<file path="config.mk">
export PLATFORM = sky130hd
export DESIGN_NAME = bouncing_ramp_history_line
export DESIGN_NICKNAME = d
export VERILOG_FILES = /design/src/sv/hrl_pkg.sv /design/src/sv/hrl_regs.sv /design/src/sv/hrl_ram.sv /design/src/sv/hrl_ctrl.sv /design/src/sv/hrl_outq.sv /design/src/sv/bouncing_ramp_history_line.sv
export SDC_FILE = /design/constraint.sdc
export NUM_CORES = 2
export LEC_CHECK = 0
export BUFFER_PORTS_ARGS = -buffer_cell sky130_fd_sc_hd__buf_4
export CORE_MARGIN = 2
export CORE_UTILIZATION = 45
export DETAILED_ROUTE_END_ITERATION = 7
export PLACE_DENSITY = 0.7
export SYNTH_ARGS = -nofsm -noshare
export SYNTH_HDL_FRONTEND = slang
export SYNTH_SLANG_ARGS = --single-unit
</file>
<file path="constraint.sdc">
create_clock -name clk -period 10.3 [get_ports clk]
set_clock_uncertainty 0.05 [all_clocks]
set_input_delay 1.545 -clock clk [delete_from_list [all_inputs] [get_ports clk]]
set_output_delay 1.545 -clock clk [all_outputs]
set_load 0.02 [all_outputs]
</file>
<file path="src/sv/hrl_pkg.sv">
package hrl_pkg;

  localparam int LINE_DEPTH = 256;
  localparam int LINE_AW    = (LINE_DEPTH > 1) ? $clog2(LINE_DEPTH) : 1;
  // wide enough for an 8-bit read index and for base + index before the wrap
  localparam int WIDE_W     = ((LINE_AW > 8) ? LINE_AW : 8) + 1;

  localparam int SUM_W      = 32;

  localparam int RQ_DEPTH   = 2;
  localparam int RQ_AW      = (RQ_DEPTH > 1) ? $clog2(RQ_DEPTH) : 1;
  localparam int RQ_LW      = $clog2(RQ_DEPTH + 1);

  localparam int CFG_AW     = 5;
  localparam int CFG_DW     = 32;

  typedef enum logic [2:0] {
    REG_LOWER_BOUND  = 3'd0,
    REG_UPPER_BOUND  = 3'd1,
    REG_STEP_SIZE    = 3'd2,
    REG_OUTER_PERIOD = 3'd3,
    REG_INNER_PERIOD = 3'd4,
    REG_DOWN_DWELL   = 3'd5,
    REG_UP_DWELL     = 3'd6
  } reg_idx_t;

  localparam logic [7:0]  RST_LOWER_BOUND  = 8'd0;
  localparam logic [7:0]  RST_UPPER_BOUND  = 8'd255;
  localparam logic [7:0]  RST_STEP_SIZE    = 8'd1;
  localparam logic [15:0] RST_OUTER_PERIOD = 16'd1;
  localparam logic [15:0] RST_INNER_PERIOD = 16'd1;
  localparam logic [15:0] RST_DOWN_DWELL   = 16'd0;
  localparam logic [15:0] RST_UP_DWELL     = 16'd0;

  typedef struct packed {
    logic [7:0]  lower_bound;
    logic [7:0]  upper_bound;
    logic [7:0]  step_size;
    logic [15:0] outer_period;
    logic [15:0] inner_period;
    logic [15:0] down_dwell;
    logic [15:0] up_dwell;
  } cfg_t;

  typedef struct packed {
    logic       paused;
    logic [7:0] read_index;
  } tick_t;

  typedef struct packed {
    logic [7:0]       head_value;
    logic [7:0]       read_data;
    logic [SUM_W-1:0] step_sum;
    logic             shifted;
  } result_t;

  // what the tick stage hands to the read-return stage
  typedef struct packed {
    logic [7:0]       head;
    logic [SUM_W-1:0] sum;
    logic             shifted;
    logic             use_head;
    logic             use_mem;
    logic             use_fwd;
    logic [7:0]       fwd_data;
  } stage_t;

endpackage

</file>
<file path="src/sv/hrl_regs.sv">
module hrl_regs import hrl_pkg::*; (
  input  logic              clk,
  input  logic              rst,
  input  logic              psel,
  input  logic              penable,
  input  logic              pwrite,
  input  logic [CFG_AW-1:0] paddr,
  input  logic [CFG_DW-1:0] pwdata,
  output logic [CFG_DW-1:0] prdata,
  output logic              pready,
  output cfg_t              cfg
);

  logic     wr;
  reg_idx_t idx;

  assign pready = 1'b1;
  assign wr     = psel & penable & pwrite;
  assign idx    = reg_idx_t'(paddr[CFG_AW-1:2]);

  always_ff @(posedge clk) begin
    if (rst) begin
      cfg.lower_bound  <= RST_LOWER_BOUND;
      cfg.upper_bound  <= RST_UPPER_BOUND;
      cfg.step_size    <= RST_STEP_SIZE;
      cfg.outer_period <= RST_OUTER_PERIOD;
      cfg.inner_period <= RST_INNER_PERIOD;
      cfg.down_dwell   <= RST_DOWN_DWELL;
      cfg.up_dwell     <= RST_UP_DWELL;
    end else if (wr) begin
      case (idx)
        REG_LOWER_BOUND:  cfg.lower_bound  <= pwdata[7:0];
        REG_UPPER_BOUND:  cfg.upper_bound  <= pwdata[7:0];
        REG_STEP_SIZE:    cfg.step_size    <= pwdata[7:0];
        REG_OUTER_PERIOD: cfg.outer_period <= pwdata[15:0];
        REG_INNER_PERIOD: cfg.inner_period <= pwdata[15:0];
        REG_DOWN_DWELL:   cfg.down_dwell   <= pwdata[15:0];
        REG_UP_DWELL:     cfg.up_dwell     <= pwdata[15:0];
        default: ;
      endcase
    end
  end

  always_comb begin
    case (idx)
      REG_LOWER_BOUND:  prdata = {24'd0, cfg.lower_bound};
      REG_UPPER_BOUND:  prdata = {24'd0, cfg.upper_bound};
      REG_STEP_SIZE:    prdata = {24'd0, cfg.step_size};
      REG_OUTER_PERIOD: prdata = {16'd0, cfg.outer_period};
      REG_INNER_PERIOD: prdata = {16'd0, cfg.inner_period};
      REG_DOWN_DWELL:   prdata = {16'd0, cfg.down_dwell};
      REG_UP_DWELL:     prdata = {16'd0, cfg.up_dwell};
      default:          prdata = '0;
    endcase
  end

endmodule

</file>
<file path="src/sv/hrl_ram.sv">
module hrl_ram #(
  parameter int DEPTH = 256,
  parameter int WIDTH = 8,
  parameter int AW    = (DEPTH > 1) ? $clog2(DEPTH) : 1
) (
  input  logic             clk,
  input  logic             we,
  input  logic [AW-1:0]    waddr,
  input  logic [WIDTH-1:0] wdata,
  input  logic             re,
  input  logic [AW-1:0]    raddr,
  output logic [WIDTH-1:0] rdata
);

  logic [WIDTH-1:0] mem [DEPTH];

  always_ff @(posedge clk) begin
    if (we) begin
      mem[waddr] <= wdata;
    end
  end

  always_ff @(posedge clk) begin
    if (re) begin
      rdata <= mem[raddr];
    end
  end

endmodule

</file>
<file path="src/sv/hrl_ctrl.sv">
module hrl_ctrl import hrl_pkg::*; (
  input  logic               clk,
  input  logic               rst,
  input  cfg_t               cfg,
  input  logic               accept,
  input  tick_t              tick,
  output logic               mem_we,
  output logic [LINE_AW-1:0] mem_waddr,
  output logic [7:0]         mem_wdata,
  output logic [LINE_AW-1:0] mem_raddr,
  output stage_t             stage_next
);

  logic [15:0]        outer_count, outer_count_next;
  logic [15:0]        inner_count, inner_count_next;
  logic [15:0]        dwell_count, dwell_count_next;
  logic [7:0]         direction, direction_next;
  logic [7:0]         head, head_next;
  logic [SUM_W-1:0]   sum, sum_next;
  logic [LINE_AW-1:0] base, base_next;
  logic [LINE_AW-1:0] fill, fill_next;

  logic               advance, shift, outer_fire, inner_fire;
  logic [WIDE_W-1:0]  idx_w, addr_sum;
  logic               in_range, idx_zero;

  assign advance    = accept & ~tick.paused;
  assign outer_fire = (outer_count == 16'd0);
  assign inner_fire = (inner_count == 16'd0);
  assign shift      = advance & outer_fire;

  always_comb begin
    outer_count_next = outer_count;
    inner_count_next = inner_count;
    dwell_count_next = dwell_count;
    direction_next   = direction;
    head_next        = head;
    sum_next         = sum;
    base_next        = base;
    fill_next        = fill;

    if (advance) begin
      outer_count_next = (outer_fire ? cfg.outer_period : outer_count) - 16'd1;
    end

    if (shift) begin
      // line moves away from the head: the base pointer steps back one slot
      base_next = (base == '0) ? LINE_AW'(LINE_DEPTH - 1) : base - LINE_AW'(1);
      fill_next = (fill == LINE_AW'(LINE_DEPTH - 1)) ? fill : fill + LINE_AW'(1);
      inner_count_next = (inner_fire ? cfg.inner_period : inner_count) - 16'd1;

      if (inner_fire) begin
        if (dwell_count != 16'd0) begin
          dwell_count_next = dwell_count - 16'd1;
        end else begin
          // lower bound wins when the bounds cross
          if (head <= cfg.lower_bound) begin
            direction_next   = cfg.step_size;
            dwell_count_next = cfg.up_dwell;
          end else if (head >= cfg.upper_bound) begin
            direction_next   = 8'd0 - cfg.step_size;
            dwell_count_next = cfg.down_dwell;
          end
          head_next = head + direction_next;
          sum_next  = sum + SUM_W'(cfg.step_size);
        end
      end
    end
  end

  // old head lands where the base was, which is entry one after the shift
  assign mem_we    = shift;
  assign mem_waddr = base;
  assign mem_wdata = head;

  always_comb begin
    idx_w    = WIDE_W'(tick.read_index);
    in_range = (idx_w < WIDE_W'(LINE_DEPTH));
    idx_zero = (tick.read_index == 8'd0);
    addr_sum = WIDE_W'(base_next) + idx_w;
    if (addr_sum >= WIDE_W'(LINE_DEPTH)) begin
      addr_sum = addr_sum - WIDE_W'(LINE_DEPTH);
    end
    mem_raddr = addr_sum[LINE_AW-1:0];

    stage_next.head     = head_next;
    stage_next.sum      = sum_next;
    stage_next.shifted  = shift;
    stage_next.use_head = idx_zero;
    // entries beyond the fill count were never written and read as zero
    stage_next.use_mem  = ~idx_zero & in_range & (idx_w <= WIDE_W'(fill_next));
    // read of the slot written in the same cycle
    stage_next.use_fwd  = stage_next.use_mem & shift & (mem_raddr == base);
    stage_next.fwd_data = head;
  end

  always_ff @(posedge clk) begin
    if (rst) begin
      outer_count <= '0;
      inner_count <= '0;
      dwell_count <= '0;
      direction   <= '0;
      head        <= '0;
      sum         <= '0;
      base        <= '0;
      fill        <= '0;
    end else begin
      outer_count <= outer_count_next;
      inner_count <= inner_count_next;
      dwell_count <= dwell_count_next;
      direction   <= direction_next;
      head        <= head_next;
      sum         <= sum_next;
      base        <= base_next;
      fill        <= fill_next;
    end
  end

endmodule

</file>
<file path="src/sv/hrl_outq.sv">
module hrl_outq import hrl_pkg::*; (
  input  logic             clk,
  input  logic             rst,
  input  logic             push,
  input  result_t          push_data,
  input  logic             pop,
  output logic             result_valid,
  output result_t          result,
  output logic [RQ_LW-1:0] level
);

  result_t            q [RQ_DEPTH];
  logic [RQ_AW-1:0]   wr_ptr, rd_ptr;

  function automatic logic [RQ_AW-1:0] ptr_inc(input logic [RQ_AW-1:0] p);
    ptr_inc = (p == RQ_AW'(RQ_DEPTH - 1)) ? '0 : p + RQ_AW'(1);
  endfunction

  assign result_valid = (level != '0);
  assign result       = q[rd_ptr];

  always_ff @(posedge clk) begin
    if (push) begin
      q[wr_ptr] <= push_data;
    end
  end

  always_ff @(posedge clk) begin
    if (rst) begin
      wr_ptr <= '0;
      rd_ptr <= '0;
      level  <= '0;
    end else begin
      if (push) begin
        wr_ptr <= ptr_inc(wr_ptr);
      end
      if (pop) begin
        rd_ptr <= ptr_inc(rd_ptr);
      end
      level <= level + RQ_LW'(push) - RQ_LW'(pop);
    end
  end

endmodule

</file>
<file path="src/sv/bouncing_ramp_history_line.sv">
// Bouncing ramp with a 256-entry history line. A tick can be accepted every
// clock while the result queue has room. Its result is registered through the
// history RAM read and then the load of the two-entry result queue. With the
// consumer taking a result every clock, the queue holds one result and one
// transaction is in flight. tick_ready follows this cycle's result_ready, so
// a result stall then also holds off input. The line lives in a
// synchronous RAM with one write port and one read port, used as a circular
// buffer: a shift only moves the base pointer and writes the old head into
// one slot, while the head itself is held in a register. A fill count marks
// which entries were written since reset, and unwritten entries read as zero,
// so no clearing pass is needed after reset. A read of the slot written by
// the same tick is forwarded from the head register.
module bouncing_ramp_history_line import hrl_pkg::*; (
  input  logic              clk,
  input  logic              rst,
  input  logic              psel,
  input  logic              penable,
  input  logic              pwrite,
  input  logic [CFG_AW-1:0] paddr,
  input  logic [CFG_DW-1:0] pwdata,
  output logic [CFG_DW-1:0] prdata,
  output logic              pready,
  input  logic              tick_valid,
  output logic              tick_ready,
  input  tick_t             tick,
  output logic              result_valid,
  input  logic              result_ready,
  output result_t           result
);

  cfg_t               cfg;
  logic               accept, pop;
  logic               mem_we;
  logic [LINE_AW-1:0] mem_waddr, mem_raddr;
  logic [7:0]         mem_wdata, mem_rdata;
  stage_t             stage_next, s1;
  logic               s1_valid;
  result_t            push_data;
  logic [RQ_LW-1:0]   level;
  logic [RQ_LW:0]     occupancy;

  assign accept = tick_valid & tick_ready;
  assign pop    = result_valid & result_ready;

  // room for the transaction in flight plus this one after the pop
  assign occupancy  = (RQ_LW + 1)'(level) + (RQ_LW + 1)'(s1_valid) - (RQ_LW + 1)'(pop);
  assign tick_ready = (occupancy < (RQ_LW + 1)'(RQ_DEPTH));

  hrl_regs u_regs (
    .clk     (clk),
    .rst     (rst),
    .psel    (psel),
    .penable (penable),
    .pwrite  (pwrite),
    .paddr   (paddr),
    .pwdata  (pwdata),
    .prdata  (prdata),
    .pready  (pready),
    .cfg     (cfg)
  );

  hrl_ctrl u_ctrl (
    .clk        (clk),
    .rst        (rst),
    .cfg        (cfg),
    .accept     (accept),
    .tick       (tick),
    .mem_we     (mem_we),
    .mem_waddr  (mem_waddr),
    .mem_wdata  (mem_wdata),
    .mem_raddr  (mem_raddr),
    .stage_next (stage_next)
  );

  hrl_ram #(
    .DEPTH (LINE_DEPTH),
    .WIDTH (8)
  ) u_ram (
    .clk   (clk),
    .we    (mem_we),
    .waddr (mem_waddr),
    .wdata (mem_wdata),
    .re    (accept),
    .raddr (mem_raddr),
    .rdata (mem_rdata)
  );

  always_ff @(posedge clk) begin
    if (rst) begin
      s1_valid <= 1'b0;
    end else begin
      s1_valid <= accept;
    end
  end

  always_ff @(posedge clk) begin
    if (accept) begin
      s1 <= stage_next;
    end
  end

  always_comb begin
    push_data.head_value = s1.head;
    push_data.step_sum   = s1.sum;
    push_data.shifted    = s1.shifted;
    if (s1.use_head) begin
      push_data.read_data = s1.head;
    end else if (s1.use_fwd) begin
      push_data.read_data = s1.fwd_data;
    end else if (s1.use_mem) begin
      push_data.read_data = mem_rdata;
    end else begin
      push_data.read_data = 8'd0;
    end
  end

  hrl_outq u_outq (
    .clk          (clk),
    .rst          (rst),
    .push         (s1_valid),
    .push_data    (push_data),
    .pop          (pop),
    .result_valid (result_valid),
    .result       (result),
    .level        (level)
  );

endmodule
</file>
### Word-level counts from Yosys, hierarchy flattened

Memory sizes are Yosys's and may differ from the RTL's. A register that Yosys moved wholly into a read port is not among the register bits.
Index checks and enable logic that the tools add are counted.

* register bits: 257
* RAM bits: 2146
* bits of input ports: 53
* output and inout bits: 84
* word-level logic and storage cells: 119
* memories kept: 2

Memory list
* u_ram.mem: depth 256, bits a word 8, rd ports 1, clocked after memory_dff 1, write ports 1, line hrl_ram.sv:15 `logic [WIDTH-1:0] mem [DEPTH];`
* u_outq.q: depth 2, bits a word 49, rd ports 1, clocked after memory_dff 1, write ports 1, line hrl_outq.sv:12 `result_t q [RQ_DEPTH];`

* $add $sub $neg: 16
* $lt $le $gt $ge: 5
* eq/ne operators: 8
* multiplexer cells: 33
* bitwise gates (word level): 12
* reductions and logical operators: 17

Operators by type and width (number)
* 8-bit 2-to-1 mux: 16
* 16-bit case mux with 7 select lines: 1
* 32-bit 2-to-1 mux: 3
* 16-bit 2-to-1 mux: 5
* 16-bit by 1-bit subtractor with 16-bit output, second input constant: 3
* 32-bit by 8-bit adder with 32-bit output: 1
* 16-bit zero test: 2
* 8-bit <= comparator: 2
* 8-bit zero test: 2
* 16-bit nonzero test: 1
* 8-bit by 1-bit subtractor with 8-bit output, second input constant: 2
* 2-bit AND reduction: 7
* 8-bit by 8-bit adder with 9-bit output: 1
* 1-bit AND: 9
* 3-bit equality test, second input constant: 3
* 9-bit greater-or-equal comparator, second input constant: 1
* 8-bit by 1-bit adder with 8-bit output, second input constant: 1
* 8-bit adder: 1
* 8-bit equality test: 1
* 8-bit equality test, second input constant: 1
* 8-bit greater-or-equal comparator: 1
* 1-bit 2-to-1 mux: 8
* 1-bit by 8-bit subtractor with 8-bit output, first input constant: 1
* 3-bit by 2-bit equality test with 1-bit output, second input constant: 2
* 12 further kinds: 16

### Longest topological paths before layout

* word-level depth: 13
* gate-level depth with buffers: 26
* mapped depth without buffers: 23

### By module

A second synthesis with hierarchy kept.

* cell total of the unflattened synthesis: 5588
* area, all modules: 98326.8 um^2

By module, submodules not included
* hrl_ram: instances 1, cells an instance 3733, area an instance 79636.4 um^2, seq. area each 61739.2 um^2
* hrl_ctrl: instances 1, cells an instance 1130, area an instance 8585.7 um^2, seq. area each 2242.2 um^2
* hrl_regs: instances 1, cells an instance 456, area an instance 4433.0 um^2, seq. area each 1761.7 um^2
* hrl_outq: instances 1, cells an instance 172, area an instance 3791.1 um^2, seq. area each 3042.9 um^2
* bouncing_ramp_history_line: instances 1, cells an instance 97, area an instance 1880.6 um^2, seq. area each 1581.5 um^2

### Least setup slack after synthesis

Ideal clock, no wire load.

* path kind: reg-to-reg
* from: register u_ctrl.head[1] (netlist: u_ctrl.mem_wdata[1])
* to: register s1 (netlist bit push_data[48]) (data pin)
* setup time: 0.418 ns
* arrival time: 7.346 ns
* required time: 9.832 ns
* path slack: 2.486 ns
* stages on the path, launching flop included: 18
* path buffers: 2
* clock period less this slack: 7.814 ns
* path through: dfxtp_1 ha_1 nor2b_1 o21a_1 o21ai_0 a21o_1 clkbuf_1 clkbuf_1 o21ai_0 ha_1 a21o_1 a21oi_1 a21oi_1 o22a_1 xnor2_1 or3_1 o2111a_1 xor2_1

RTL lines
* from (decl): line hrl_ctrl.sv:18 `logic [7:0] head, head_next;`
* from (signal assigned): line hrl_ctrl.sv:112 `head <= head_next;`
* to (signal assigned): line bouncing_ramp_history_line.sv:98 `s1 <= stage_next;`
* to (decl): line bouncing_ramp_history_line.sv:36 `stage_t stage_next, s1;`

### Final worst setup path

* from: input port result_ready
* to: register u_ram.rdata[1] (read register of u_ram.mem) (data pin)

* word-level cells in the longest chain between the ends: 10
* elaborated cells on any way between the ends: 11
* those cells by class: add/sub (3); order compare (2); mux (2); bitwise (4)

Ends and longest elaborated chain
* from (decl): line bouncing_ramp_history_line.sv:27 `input logic result_ready,`
* 1-bit AND *: line bouncing_ramp_history_line.sv:43 `assign pop = result_valid & result_ready;`
* named net pop: line bouncing_ramp_history_line.sv:32 `logic accept, pop;`
* 3-bit by 1-bit subtractor with 3-bit output *: line bouncing_ramp_history_line.sv:46 `assign occupancy = (RQ_LW + 1)'(level) + (RQ_LW + 1)'(s1_valid) - (RQ_LW + 1)'(pop);`
* 3-bit by 2-bit < comparator with 1-bit output *: line bouncing_ramp_history_line.sv:47 `assign tick_ready = (occupancy < (RQ_LW + 1)'(RQ_DEPTH));`
* 1-bit AND *: line bouncing_ramp_history_line.sv:42 `assign accept = tick_valid & tick_ready;`
* 1-bit AND *: line hrl_ctrl.sv:27 `assign advance = accept & ~tick.paused;`
* 1-bit AND *: line hrl_ctrl.sv:30 `assign shift = advance & outer_fire;`
* 8-bit 2-to-1 mux *: line hrl_ctrl.sv:46 `if (shift) begin`
* named net u_ctrl.base_next[0]: line hrl_ctrl.sv:20 `logic [LINE_AW-1:0] base, base_next;`
* 8-bit by 8-bit adder with 9-bit output *: line hrl_ctrl.sv:80 `addr_sum = WIDE_W'(base_next) + idx_w;`
* 8-bit by 1-bit subtractor with 8-bit output / 9-bit greater-or-equal comparator (equally long branches): line hrl_ctrl.sv:82, hrl_ctrl.sv:81
* 8-bit 2-to-1 mux *: line hrl_ctrl.sv:81 `if (addr_sum >= WIDE_W'(LINE_DEPTH)) begin`
* to (decl): line hrl_ram.sv:12 `output logic [WIDTH-1:0] rdata`

The timed path passes the listed nets; every way through them passes the cells marked *.
A chain may end at the register's enable or synchronous reset.

==> results.md <==
* Status: completed
* WHS Endpoint: u_outq.q[0][18]
* Mapped Area at 96700 sq um
* TritonCTS Buffers at 229
* Max_cap viols at 0
* Max layer used: met4
* Root buffer cell: clkbuf_16
* CTS Hold Bufs at 0
* Clock transition at path regs at 0.06 ns
* Tcrit/Tclk final at 77.1%
* Drt first pass iters at 6
* Mean routed wirelength per cell at 26.6 microns
* Syn Inst Count at 5103
* DRC Markers at 0
* I/O Buffers at 101
* Largest net degree at the start of global routing at 231
* Flop pwr share at 33.4%
* Yosys cell types at 79
* Initial Util at 45.2%
* Worst IR drop on VDD at 811 uV
* FFs w/ async S/R, synth at 0%
* Register area share after synthesis at 72.8%
* Post-synthesis register bit count at 2412
* Post-Synth XOR/XNOR Area at 0.615%
* Final Power at 33700 uW
* TritonCTS clock tree: yes
* Most common cell after layout, fill and taps aside: edfxtp_1
* Switching power share of the total at 35.9%
* Placed Area at 101000 sq um
* PwrDens at 311 nW/um^2
* FMAX at 126 MHz
* Area growth, synth to finish at 12.0%
* Most frequent cells in the layout: 2206 x edfxtp_1, 648 x mux4_2, 403 x nor2_1, 316 x nand2_1, 232 x clkbuf_16
* Avg Synthesized Cell Area at 18.9 sq um
* Min-delay src: push_data[18]
* Die area at 219000 sq um
* Met2 wire length at 107 mm
* Worst-path fanout max at 108
* Critical Path Start Type: primary input
* Drt total wl at 220 mm
* Final Hold Viols at 0
* Worst-skew pair later-pin latency at 0.86 ns
* Pleak at 0.0382 uW
* Largest family of logic cells by synthesized area: multiplexers
* Worst EP required at 10.80 ns
* Iteration-0 DRC Markers at 5652
* Post-synth EDFFs at 2206
* Global-route wire length before repair at 325 mm
* Chip width at 467 microns
* Crit. End Element: flop
* Simple-gate portion of the synthesized area at 4.72%
* Relative slew slack at 18.5%
* Final cell count without fillers at 8269
* Internal at 21600 uW
* GR Overflow Total at 0
* Number of global-route vias before repair at 48300
* Minimum clock period at 7.95 ns
* Hold path cells at 0
* Total track usage at 20.0%
* Nets at 5343
* Post-Synth Adder-Cell Area at 0.847%
* Post-synthesis mux area share at 17.2%
* Rows at 170
* Synth Flop Type: edfxtp_1
* Worst Path Class, Setup: in -> reg
* I/O pin count at 137
* Antenna Nets Post-Route at 0
* Switching Power at 12100 uW
* Share of post-route cells with drive strength above 1 at 24.0%
* YS warnings at 0
* Wl on met1 at 90.2 mm
* RR Startpoint: u_outq.level[1]
* Reg-to-reg setup timing slack at 2.45 ns
* CTS resizes at 0
* Worst Path Arrival at 8.45 ns
* Hold crit path type: reg -> reg
* Die height at 467 microns
* Placed Cells at 7834
* FF-to-FF End: u_ram.rdata[1]
* Max-slew violation count at 0
* CTS sink cnt at 2412
* DR WL met3 at 16.5 mm
* Final instance area at 108000 sq um
* Vias per std cell at 5.89
* RSZ-0062 raised after global routing: no
* Via count at 48700
* Post-CTS Setup Repair Bufs at 0
* Setup TNS at 0 ns
* Post-synthesis compound-gate area fraction at 2.42%
* HPWL after DPL at 131 mm
* Std-Cell Core Area at 214000 sq um
* Finish-stage setup viols at 0
* Initial antenna violation count at 2
* R2R depth at 21
* Clock Tree Buf Depth at 3
* Clock power share at 24.8%
* CTS H-tree lvls at 4
* Util after Layout at 50.6%
* Routability cong. at 0.873
* Worst-margin pin slew at 1.22 ns
* Comb power frac at 41.8%
## final cells by class
| class | count | area [sq um] |
|---|---|---|
| antenna | 2 | 5.00 |
| clock buffer | 294 | 6090 |
| clock inverter | 139 | 1390 |
| fill | 16800 | 106000 |
| inverter | 43 | 161 |
| multi-input combinational | 2364 | 25100 |
| sequential | 2412 | 70400 |
| tap | 2838 | 3550 |
| timing repair buffer | 177 | 1530 |
## critical path, cell delays in order
cell       delay, ns
buf_4           0.10
and2_1          0.15
ha_1            0.29
inv_1           0.05
ha_1            0.13
inv_1           0.05
fa_1            0.56
nand3b_1        0.12
nor2_1          0.10
buf_4           0.23
nand3_1         0.55
nor2_1          0.33
nor2_1          0.11
ha_4            0.18
fa_4            1.13
buf_12          0.53
mux4_2          0.41
mux4_2          0.47
mux2_2          0.30
o2111ai_1       0.81
nand4_1         0.18
## per-layer routing
layer | vias up | global-route usage [%]
met5 | - | 0
met1 | 25400 | 28.1
met2 | 2063 | 32.0
met3 | 334 | 3.58
met4 | 0 | 6.44
li1 | 20800 | -
## flip-flops by register name, indices dropped and copies added (netlist names), named ones only
name	cells
u_outq.rd_ptr	1
s1_valid	1
u_ram.mem	2048
u_ctrl.direction	8
u_ctrl.mem_wdata	8
u_ctrl.fill	8
u_ctrl.sum	32
u_ctrl.mem_waddr	8
u_outq.level	2
push_data	41
s1	11
u_outq.wr_ptr	1
u_ctrl.outer_count	16
u_ram.rdata	8
u_outq.q	98
u_ctrl.dwell_count	16
u_regs.cfg	88
u_ctrl.inner_count	16
## cells by family (layout without fill, tap and decap cells)
logic type,Yosys count,count (layout)
compound gates,362,362
flops,2412,2412
buf+inv,342,653
mux,838,838
simple gates,1017,1017
xor+xnor,67,67
other cells,2,19
fa+ha+maj,63,63
## synth_stat cells, types with 12 or more instances
library cell	n	area (sq um)
dfxtp_1	206	4120
ha_1	59	738
xnor2_1	41	359
inv_1	43	161
nand2_1	316	1190
edfxtp_1	2206	66200
buf_4	17	128
nand3_1	60	300
nor4_1	13	81.3
and3_1	17	106
nor3_1	33	165
xor2_1	25	219
a21oi_1	124	621
nand4_1	34	213
mux4_2	648	14600
o2111ai_1	34	298
mux2_2	93	1050
mux2i_1	97	971
o21ai_0	77	385
clkbuf_1	194	728
a22oi_1	13	97.6
nor2b_1	52	325
a31oi_1	13	81.3
a21o_1	12	90.1
nor2_1	403	1510
buf_1	84	315
## per-stage QoR
stage                     setup WS, ns  hold slack [ns]
final                             2.35            0.395
after global routing              2.10            0.407
after CTS                         2.47            0.396
after detailed placement          1.56            0.381
after global placement            1.58            0.374
after floorplan                   2.49            0.371
## worst max path at each step
stage | startpoint | to | slack [ns] | cells after the start
CTS | result_ready | u_ram.rdata[3] | 2.47 | 22
global placement | result_ready | u_ram.rdata[3] | 1.58 | 22
detailed placement | result_ready | u_ram.rdata[3] | 1.56 | 22
finish | result_ready | u_ram.rdata[1] | 2.35 | 21
global route | result_ready | u_ram.rdata[1] | 2.10 | 21
floorplan | u_ctrl.mem_wdata[1] | push_data[48] | 2.49 | 17
## power by group through the flow
stage | Sequential (uW) | Clock [uW] | Combinational (uW)
after global routing | 11300 | 8830 | 14900
final | 11300 | 8340 | 14100
after CTS | 11300 | 8450 | 14100
after floorplan | 11400 | 0 | 9890
after global placement | 11400 | 0 | 14000
after detailed placement | 11500 | 0 | 14100
Power figures use the tool's default switching activity.
